### src/rtl/rspe_pkg.sv
// ----------------------------------------------------------------------------
// Remote switch pulse encoder package
// Shared types, register indexes and reset values for the pulse encoder.
// ----------------------------------------------------------------------------
`default_nettype none

package rspe_pkg;

    // Width of the register index and write data on the configuration port
    localparam int CFG_IDX_W  = 2;
    localparam int CFG_DATA_W = 16;
    localparam int TICK_W     = 16;
    localparam int FRAME_W    = 8;

    // Configuration register indexes
    localparam logic [CFG_IDX_W-1:0] CFG_START_TICKS   = 2'd0;
    localparam logic [CFG_IDX_W-1:0] CFG_SHORT_TICKS   = 2'd1;
    localparam logic [CFG_IDX_W-1:0] CFG_LONG_TICKS    = 2'd2;
    localparam logic [CFG_IDX_W-1:0] CFG_REPEAT_FRAMES = 2'd3;

    // Register values after reset
    localparam logic [TICK_W-1:0]  RST_START_TICKS   = 16'd500;
    localparam logic [TICK_W-1:0]  RST_SHORT_TICKS   = 16'd100;
    localparam logic [TICK_W-1:0]  RST_LONG_TICKS    = 16'd300;
    localparam logic [FRAME_W-1:0] RST_REPEAT_FRAMES = 8'd181;

    // One result item
    typedef struct packed {
        logic pin_level;
        logic busy_res;
        logic accepted;
    } t_result;

    // A zero duration acts as one tick
    function automatic logic [TICK_W-1:0] min_one_ticks(input logic [TICK_W-1:0] v);
        return (v == '0) ? TICK_W'(1) : v;
    endfunction

    // A zero repeat count acts as one frame
    function automatic logic [FRAME_W-1:0] min_one_frames(input logic [FRAME_W-1:0] v);
        return (v == '0) ? FRAME_W'(1) : v;
    endfunction

endpackage

`default_nettype wire

### src/rtl/rspe_out_skid.sv
// ----------------------------------------------------------------------------
// Pulse encoder result buffer
// Output register plus one skid entry, so a new item is taken while a
// finished result still waits downstream.
// ----------------------------------------------------------------------------
`default_nettype none

module rspe_out_skid (
    input  wire                i_clk,
    input  wire                i_rst_n,
    input  wire                i_push,
    input  rspe_pkg::t_result  i_data,
    output logic               o_space,
    output logic               o_valid,
    input  wire                i_ready,
    output rspe_pkg::t_result  o_data
);
    import rspe_pkg::*;

    logic    r_main_valid;
    logic    r_skid_valid;
    t_result r_main;
    t_result r_skid;
    logic    pop;

    assign pop     = r_main_valid && i_ready;
    assign o_space = !r_skid_valid;
    assign o_valid = r_main_valid;
    assign o_data  = r_main;

    // Hold, refill or drain the two entries
    always_ff @(posedge i_clk) begin
        if (!i_rst_n) begin
            r_main_valid <= 1'b0;
            r_skid_valid <= 1'b0;
        end else if (r_skid_valid) begin
            if (pop) begin
                r_main       <= r_skid;
                r_skid_valid <= 1'b0;
            end
        end else if (i_push) begin
            if (!r_main_valid || pop) begin
                r_main       <= i_data;
                r_main_valid <= 1'b1;
            end else begin
                r_skid       <= i_data;
                r_skid_valid <= 1'b1;
            end
        end else if (pop) begin
            r_main_valid <= 1'b0;
        end
    end

    // The skid entry is only used behind a waiting main entry
    a_skid_behind_main: assert property (@(posedge i_clk) disable iff (!i_rst_n)
        r_skid_valid |-> r_main_valid)
        else $error("skid entry valid without main entry");

    // No push lands while both entries are full
    a_no_overflow: assert property (@(posedge i_clk) disable iff (!i_rst_n)
        r_skid_valid |-> !i_push)
        else $error("item pushed into full result buffer");

    // A result pushed into an empty buffer shows up next cycle
    a_push_shows: assert property (@(posedge i_clk) disable iff (!i_rst_n)
        (i_push && !r_main_valid) |=> r_main_valid)
        else $error("pushed result not presented");

endmodule

`default_nettype wire

### src/rtl/remote_switch_pulse_encoder_core.sv
// ----------------------------------------------------------------------------
// Remote switch pulse encoder core
// On-off keyed, pulse-width coded frame generator for remote power switches.
// ----------------------------------------------------------------------------
// Each item is handled at its accept edge: the encoder state is updated there
// and the result goes into an output register, so one item per cycle is
// sustained while the output side takes results. A send item (func 1) latches
// the remote ID and key code and starts a transmission unless one is running;
// each tick item (func 0) returns the pin level for that tick. A frame is a
// high start segment, then ID_BITS + KEY_BITS data bits MSB first; a zero bit
// is two short segments, a one bit one long segment, data segments alternate
// starting low. Frames repeat repeat_frames times, then the pin idles low.
// Write the timing registers only while the block is idle.
// ----------------------------------------------------------------------------
`default_nettype none

module remote_switch_pulse_encoder_core #(
    parameter int ID_BITS  = 16,
    parameter int KEY_BITS = 8
) (
    input  wire                                 i_clk,
    input  wire                                 i_rst_n,
    // Input items
    input  wire                                 i_in_valid,
    output logic                                o_in_ready,
    input  wire                                 i_func,
    input  wire  [ID_BITS-1:0]                  i_remote_id,
    input  wire  [KEY_BITS-1:0]                 i_key_code,
    // Result items
    output logic                                o_out_valid,
    input  wire                                 i_out_ready,
    output logic                                o_pin_level,
    output logic                                o_busy_res,
    output logic                                o_accepted,
    // Configuration writes
    input  wire                                 i_cfg_we,
    input  wire  [rspe_pkg::CFG_IDX_W-1:0]      i_cfg_idx,
    input  wire  [rspe_pkg::CFG_DATA_W-1:0]     i_cfg_data
);
    import rspe_pkg::*;

    localparam int TOTAL_BITS = ID_BITS + KEY_BITS;
    localparam int POS_W      = $clog2(TOTAL_BITS);
    localparam logic [POS_W-1:0] LAST_POS = POS_W'(TOTAL_BITS - 1);

    // Configuration registers
    logic [TICK_W-1:0]  r_start_ticks;
    logic [TICK_W-1:0]  r_short_ticks;
    logic [TICK_W-1:0]  r_long_ticks;
    logic [FRAME_W-1:0] r_repeat_frames;

    // Encoder state
    logic                  r_active,     n_active;
    logic [TOTAL_BITS-1:0] r_frame_bits, n_frame_bits;
    logic [POS_W-1:0]      r_bit_pos,    n_bit_pos;
    logic                  r_in_start,   n_in_start;
    logic                  r_half_step,  n_half_step;
    logic                  r_phase_high, n_phase_high;
    logic [TICK_W-1:0]     r_seg_timer,  n_seg_timer;
    logic [FRAME_W-1:0]    r_frames_left, n_frames_left;

    logic              in_accept;
    logic              cur_bit;
    logic              cur_level;
    logic [TICK_W-1:0] cur_length;
    logic [TICK_W:0]   timer_inc;
    logic [FRAME_W-1:0] frames_dec;
    t_result           res;
    t_result           out_res;
    logic              buf_space;

    assign in_accept = i_in_valid && o_in_ready;
    assign o_in_ready = buf_space;

    // Write configuration registers
    always_ff @(posedge i_clk) begin
        if (!i_rst_n) begin
            r_start_ticks   <= RST_START_TICKS;
            r_short_ticks   <= RST_SHORT_TICKS;
            r_long_ticks    <= RST_LONG_TICKS;
            r_repeat_frames <= RST_REPEAT_FRAMES;
        end else if (i_cfg_we) begin
            unique case (i_cfg_idx)
                CFG_START_TICKS:   r_start_ticks   <= i_cfg_data;
                CFG_SHORT_TICKS:   r_short_ticks   <= i_cfg_data;
                CFG_LONG_TICKS:    r_long_ticks    <= i_cfg_data;
                CFG_REPEAT_FRAMES: r_repeat_frames <= i_cfg_data[FRAME_W-1:0];
                default: ;
            endcase
        end
    end

    // Current segment level and length
    assign cur_bit    = r_frame_bits[r_bit_pos];
    assign cur_level  = r_active && (r_in_start || !r_phase_high);
    assign cur_length = r_in_start ? min_one_ticks(r_start_ticks) :
                        (cur_bit ? min_one_ticks(r_long_ticks)
                                 : min_one_ticks(r_short_ticks));
    assign timer_inc  = {1'b0, r_seg_timer} + (TICK_W+1)'(1);
    assign frames_dec = r_frames_left - FRAME_W'(1);

    // Advance the encoder for one item
    always_comb begin
        n_active      = r_active;
        n_frame_bits  = r_frame_bits;
        n_bit_pos     = r_bit_pos;
        n_in_start    = r_in_start;
        n_half_step   = r_half_step;
        n_phase_high  = r_phase_high;
        n_seg_timer   = r_seg_timer;
        n_frames_left = r_frames_left;
        res.pin_level = cur_level;
        res.accepted  = 1'b0;

        if (i_func) begin
            // Start a transmission unless one is running
            if (!r_active) begin
                n_frame_bits  = {i_remote_id, i_key_code};
                n_active      = 1'b1;
                n_in_start    = 1'b1;
                n_half_step   = 1'b0;
                n_phase_high  = 1'b1;
                n_bit_pos     = '0;
                n_seg_timer   = '0;
                n_frames_left = min_one_frames(r_repeat_frames);
                res.accepted  = 1'b1;
                res.pin_level = 1'b1;
            end
        end else if (r_active) begin
            n_seg_timer = timer_inc[TICK_W-1:0];
            if (timer_inc >= {1'b0, cur_length}) begin
                // Segment done: move to the next one
                n_seg_timer = '0;
                if (r_in_start) begin
                    n_in_start   = 1'b0;
                    n_phase_high = 1'b1;
                    n_half_step  = 1'b0;
                    n_bit_pos    = LAST_POS;
                end else begin
                    n_phase_high = !r_phase_high;
                    if (!cur_bit && !r_half_step) begin
                        n_half_step = 1'b1;
                    end else begin
                        n_half_step = 1'b0;
                        if (r_bit_pos == '0) begin
                            n_frames_left = frames_dec;
                            if (frames_dec == '0) begin
                                n_active = 1'b0;
                            end else begin
                                n_in_start = 1'b1;
                            end
                        end else begin
                            n_bit_pos = r_bit_pos - POS_W'(1);
                        end
                    end
                end
            end
        end
        res.busy_res = n_active;
    end

    // Hold encoder state between accepted items
    always_ff @(posedge i_clk) begin
        if (!i_rst_n) begin
            r_active      <= 1'b0;
            r_frame_bits  <= '0;
            r_bit_pos     <= '0;
            r_in_start    <= 1'b0;
            r_half_step   <= 1'b0;
            r_phase_high  <= 1'b1;
            r_seg_timer   <= '0;
            r_frames_left <= '0;
        end else if (in_accept) begin
            r_active      <= n_active;
            r_frame_bits  <= n_frame_bits;
            r_bit_pos     <= n_bit_pos;
            r_in_start    <= n_in_start;
            r_half_step   <= n_half_step;
            r_phase_high  <= n_phase_high;
            r_seg_timer   <= n_seg_timer;
            r_frames_left <= n_frames_left;
        end
    end

    // Result register with skid entry
    rspe_out_skid u_out_skid (
        .i_clk   (i_clk),
        .i_rst_n (i_rst_n),
        .i_push  (in_accept),
        .i_data  (res),
        .o_space (buf_space),
        .o_valid (o_out_valid),
        .i_ready (i_out_ready),
        .o_data  (out_res)
    );

    assign o_pin_level = out_res.pin_level;
    assign o_busy_res  = out_res.busy_res;
    assign o_accepted  = out_res.accepted;

    // A running transmission always has frames left, an idle one none
    a_active_frames: assert property (@(posedge i_clk) disable iff (!i_rst_n)
        r_active == (r_frames_left != '0))
        else $error("active flag disagrees with frame count");

    // The start segment only exists inside a transmission
    a_start_active: assert property (@(posedge i_clk) disable iff (!i_rst_n)
        r_in_start |-> r_active)
        else $error("start segment while idle");

    // The bit pointer stays inside the frame
    a_pos_range: assert property (@(posedge i_clk) disable iff (!i_rst_n)
        r_bit_pos <= LAST_POS)
        else $error("bit position out of frame");

    // An accepted send from idle starts a transmission
    a_send_starts: assert property (@(posedge i_clk) disable iff (!i_rst_n)
        (in_accept && i_func && !r_active) |=> (r_active && r_in_start))
        else $error("send item did not start transmission");

endmodule

`default_nettype wire
### config.mk
export PLATFORM = sky130hd
export DESIGN_NAME = remote_switch_pulse_encoder_core
export DESIGN_NICKNAME = d
export VERILOG_FILES = /design/src/rtl/rspe_pkg.sv /design/src/rtl/rspe_out_skid.sv /design/src/rtl/remote_switch_pulse_encoder_core.sv
export SDC_FILE = /design/constraint.sdc
export NUM_CORES = 1
export LEC_CHECK = 0
export BUFFER_PORTS_ARGS = -buffer_cell sky130_fd_sc_hd__buf_2
export CORE_ASPECT_RATIO = 2
export CORE_UTILIZATION = 50
export CTS_CLUSTER_DIAMETER = 80
export DETAILED_ROUTE_END_ITERATION = 8
export PLACE_DENSITY = 0.69
export SYNTH_ARGS = -nofsm -noshare
export SYNTH_HDL_FRONTEND = slang
export SYNTH_SLANG_ARGS = --single-unit
export TNS_END_PERCENT = 1
### constraint.sdc
create_clock -name i_clk -period 5 [get_ports i_clk]
set_input_delay 0.5 -clock i_clk [delete_from_list [all_inputs] [get_ports i_clk]]
set_output_delay 0.5 -clock i_clk [all_outputs]
set_load 0.03 [all_outputs]
==> results.toml <==
[status]
status = "finished clean"

[clocking]
post_cts_buffers = 0
cts_buffer_depth = 2
cts_root_buffer = "clkbuf_16"
cts.sinks = 121
htree_levels = 4
clk_latency_ns = 0.41
cts_tree = "built"
clkTransAtPathRegs_ns = 0.06
numCtsBuffers = 17

[route]
wl_microns = 17400
via_per_inst = 6.11
wire_per_inst_microns = 18.1
met2_length_microns = 9530
ant_nets = 0
drc = 0
vias = 5881
drt_iter0_drc = 473
drtPass1Iterations = 6
wl_met3_microns = 583
drt-met1-wl_microns = 6050
route.top_layer_used = "met4"

[synth]
synthFlopType = "dfxtp_1"
synth_cells = 775
synth.distinct_cells = 65
ys_warn_count = 0
synth_seq_cells = 121
async_flop_share = 0
avgSynthCellArea_sq_um = 7.94
synth_fp_nets = 845
synth_enable_flop_cells = 6
yosysSeqAreaShare = 0.403
synth_area_sq_mm = 0.00615

[worst_setup_path]
crit_fanout = 11
critPathCaptureType = "flop"
cp-start-kind = "flop"
critPathArrivalTime_ns = 5.01
critPathKind = "flop to flop"
worstPathRequired_ns = 5.32

[layout]
num_antenna_cells = 0
nets = 873
fin_util = 0.579
finalNonFillerCells = 963
syn_to_final_growth_pct = 13.5
drive_above_1_share = 0.135
n_fill_cell = 1107
fin_area_sq_mm = 0.00698

[grt]
grt_pass1_vias = 5943
grtUsageTotal = 0.291
antenna_found_initial = 0
overflow = 0
grt_max_degree = 72
grt_pass1_wl_microns = 28300

[floorplanning]
pin_count = 53
coreArea_sq_mm = 0.0121
die_h_microns = 159
fp-row-count = 57
start_util = 0.510
die_width_microns = 80.4
die_area_sq_mm = 0.0128

[sta]
setup_viol = 0
rsz0062_at_grt = "true"
fin_crit_ns = 4.69
slew_viol_final = 0
hold_violations = 0
fmax_mhz = 213
tightest_slew_ns = 1.14
finalSetupTns_ns = 0
finalCritPeriodShare = 0.938
fin_worst_skew_ns = 0.00734
timing.final.ws_setup_ns = 0.308
hold_slack_ns = 0.312
slew_headroom = 0.236

[place]
gp_congestion = 0.965
dp_cells = 931
placed_cell_area_sq_mm = 0.00642
dpl_worst_slack_ns = 0.0797
dp_hpwl_microns = 12700
numPortBuffers = 52

[pwr]
intPower_mw = 1.77
p_switching_mw = 0.704
cellPowerDensity_mw_per_mm2 = 354
combPwrFrac = 0.115
p_leak_nw = 2.66
p_clk_frac = 0.460
peakVddDrop_mv = 0.267
p_seq_frac = 0.424
finalPower_mw = 2.47
p_sw_frac = 0.284

[worst_hold_path]
hold_class = "input port to flop"

[job]
cap_violations = 0
layout make-up:
cell class	instances	area (sq um)	area share
multi-input combinational	591	3410	0.488
sequential	121	2480	0.356
clock buffer	18	439	0.0629
timing repair buffer	57	298	0.0427
tap	147	184	0.0263
clock inverter	14	114	0.0163
inverter	15	56.3	0.00806
state kept, by name, summed over array words and instances (netlist names), 3 cells and up:
| name | cells |
|---|---|
| r_bit_pos | 5 |
| r_frame_bits | 24 |
| r_frames_left | 8 |
| r_long_ticks | 16 |
| r_repeat_frames | 8 |
| r_seg_timer | 16 |
| r_short_ticks | 16 |
| r_start_ticks | 16 |
| u_out_skid.o_data | 3 |
| u_out_skid.r_skid | 3 |
layout by cell type (no fill, tap or decap), types with 5 or more instances in the layout:
cell type	Yosys	routed
a21oi_1	107	106
a222oi_1	8	8
and2_1	5	5
and3_1	9	8
buf_2	2	52
buf_4	1	5
clkbuf_16	0	17
dfxtp_1	115	114
edfxtp_1	6	6
ha_1	22	22
inv_1	14	13
inv_6	0	5
mux4_1	5	5
nand2_1	206	206
nand2b_1	6	6
nand3_1	35	35
nand4_1	8	8
nor2_1	25	23
nor3_1	10	10
nor4_1	17	17
o21ai_0	27	27
o311ai_0	6	6
o31ai_1	6	6
or3_1	6	6
xnor2_1	13	13
worst paths after layout:
kind	slack, ns	start	cells past startpoint	end
worst max-delay path	0.31	r_bit_pos[2]	14	r_frames_left[0]
worst min-delay path	0.31	i_out_ready	2	u_out_skid.r_skid_valid
worst max register to register	0.31	r_bit_pos[2]	14	r_frames_left[0]
worst min register to register	0.45	r_frame_bits[7]	2	r_frame_bits[7]
per-layer routing:
metal / global-route usage / up-vias
li1: - / 2828
met5: 0 / -
met1: 0.276 / 2765
met3: 0.0523 / 78
met2: 0.530 / 210
met4: 0.209 / 0
power by group through the flow:
stage	sequential [mW]	clock, mW	combinational, mW
floorplan	1.06	0	0.205
global placement	1.07	0	0.273
detailed placement	1.07	0	0.280
CTS	1.05	1.15	0.282
global route	1.05	1.20	0.318
finish	1.05	1.14	0.285
cells in the mapped netlist, drive strengths merged (7+ instances only):
library cell | count | share of area
nand2 | 206 | 0.13
dfxtp | 115 | 0.37
a21oi | 110 | 0.093
clkbuf | 37 | 0.023
nand3 | 35 | 0.028
o21ai | 30 | 0.024
nor2 | 25 | 0.015
ha | 22 | 0.045
nor4 | 17 | 0.017
inv | 14 | 0.0085
xnor2 | 13 | 0.019
buf | 11 | 0.013
nor3 | 10 | 0.0081
and3 | 9 | 0.0092
a222oi | 8 | 0.013
nand4 | 8 | 0.0081
nand2b | 7 | 0.0075
or3 | 7 | 0.0079
cells by family (layout without fill, tap and decap cells):
logic type | after synthesis | in the layout | synth area share
multiplexers | 11 | 11 | 0.0336
XOR/XNOR | 17 | 17 | 0.0242
adder cells (fa/ha/maj) | 22 | 22 | 0.0447
AND/OR/NAND/NOR | 346 | 346 | 0.254
AO/OA/AOI/OAI | 195 | 195 | 0.195
buffers and inverters | 63 | 104 | 0.0443
flip-flops | 121 | 121 | 0.403
critical path, stage by stage (launching register included):
cell      delay (ns)
dfxtp_1         0.54
mux4_1          0.60
mux2i_1         0.19
nor3b_2         0.12
nor2_1          0.21
and3_2          0.35
a222oi_1        0.15
ha_1            0.38
nand4_1         0.14
or4_1           0.57
o211ai_2        0.11
nand2b_1        0.24
o221ai_2        0.22
o31a_1          0.49
o31ai_1         0.28
timing repair:
item | 4_1_cts | 5_1_grt
setup endpoints to repair | 0 | 31
resized for setup | 0 | 5
hold buffers | 0 | 0
Note: power is estimated with default switching activity, not from simulation.
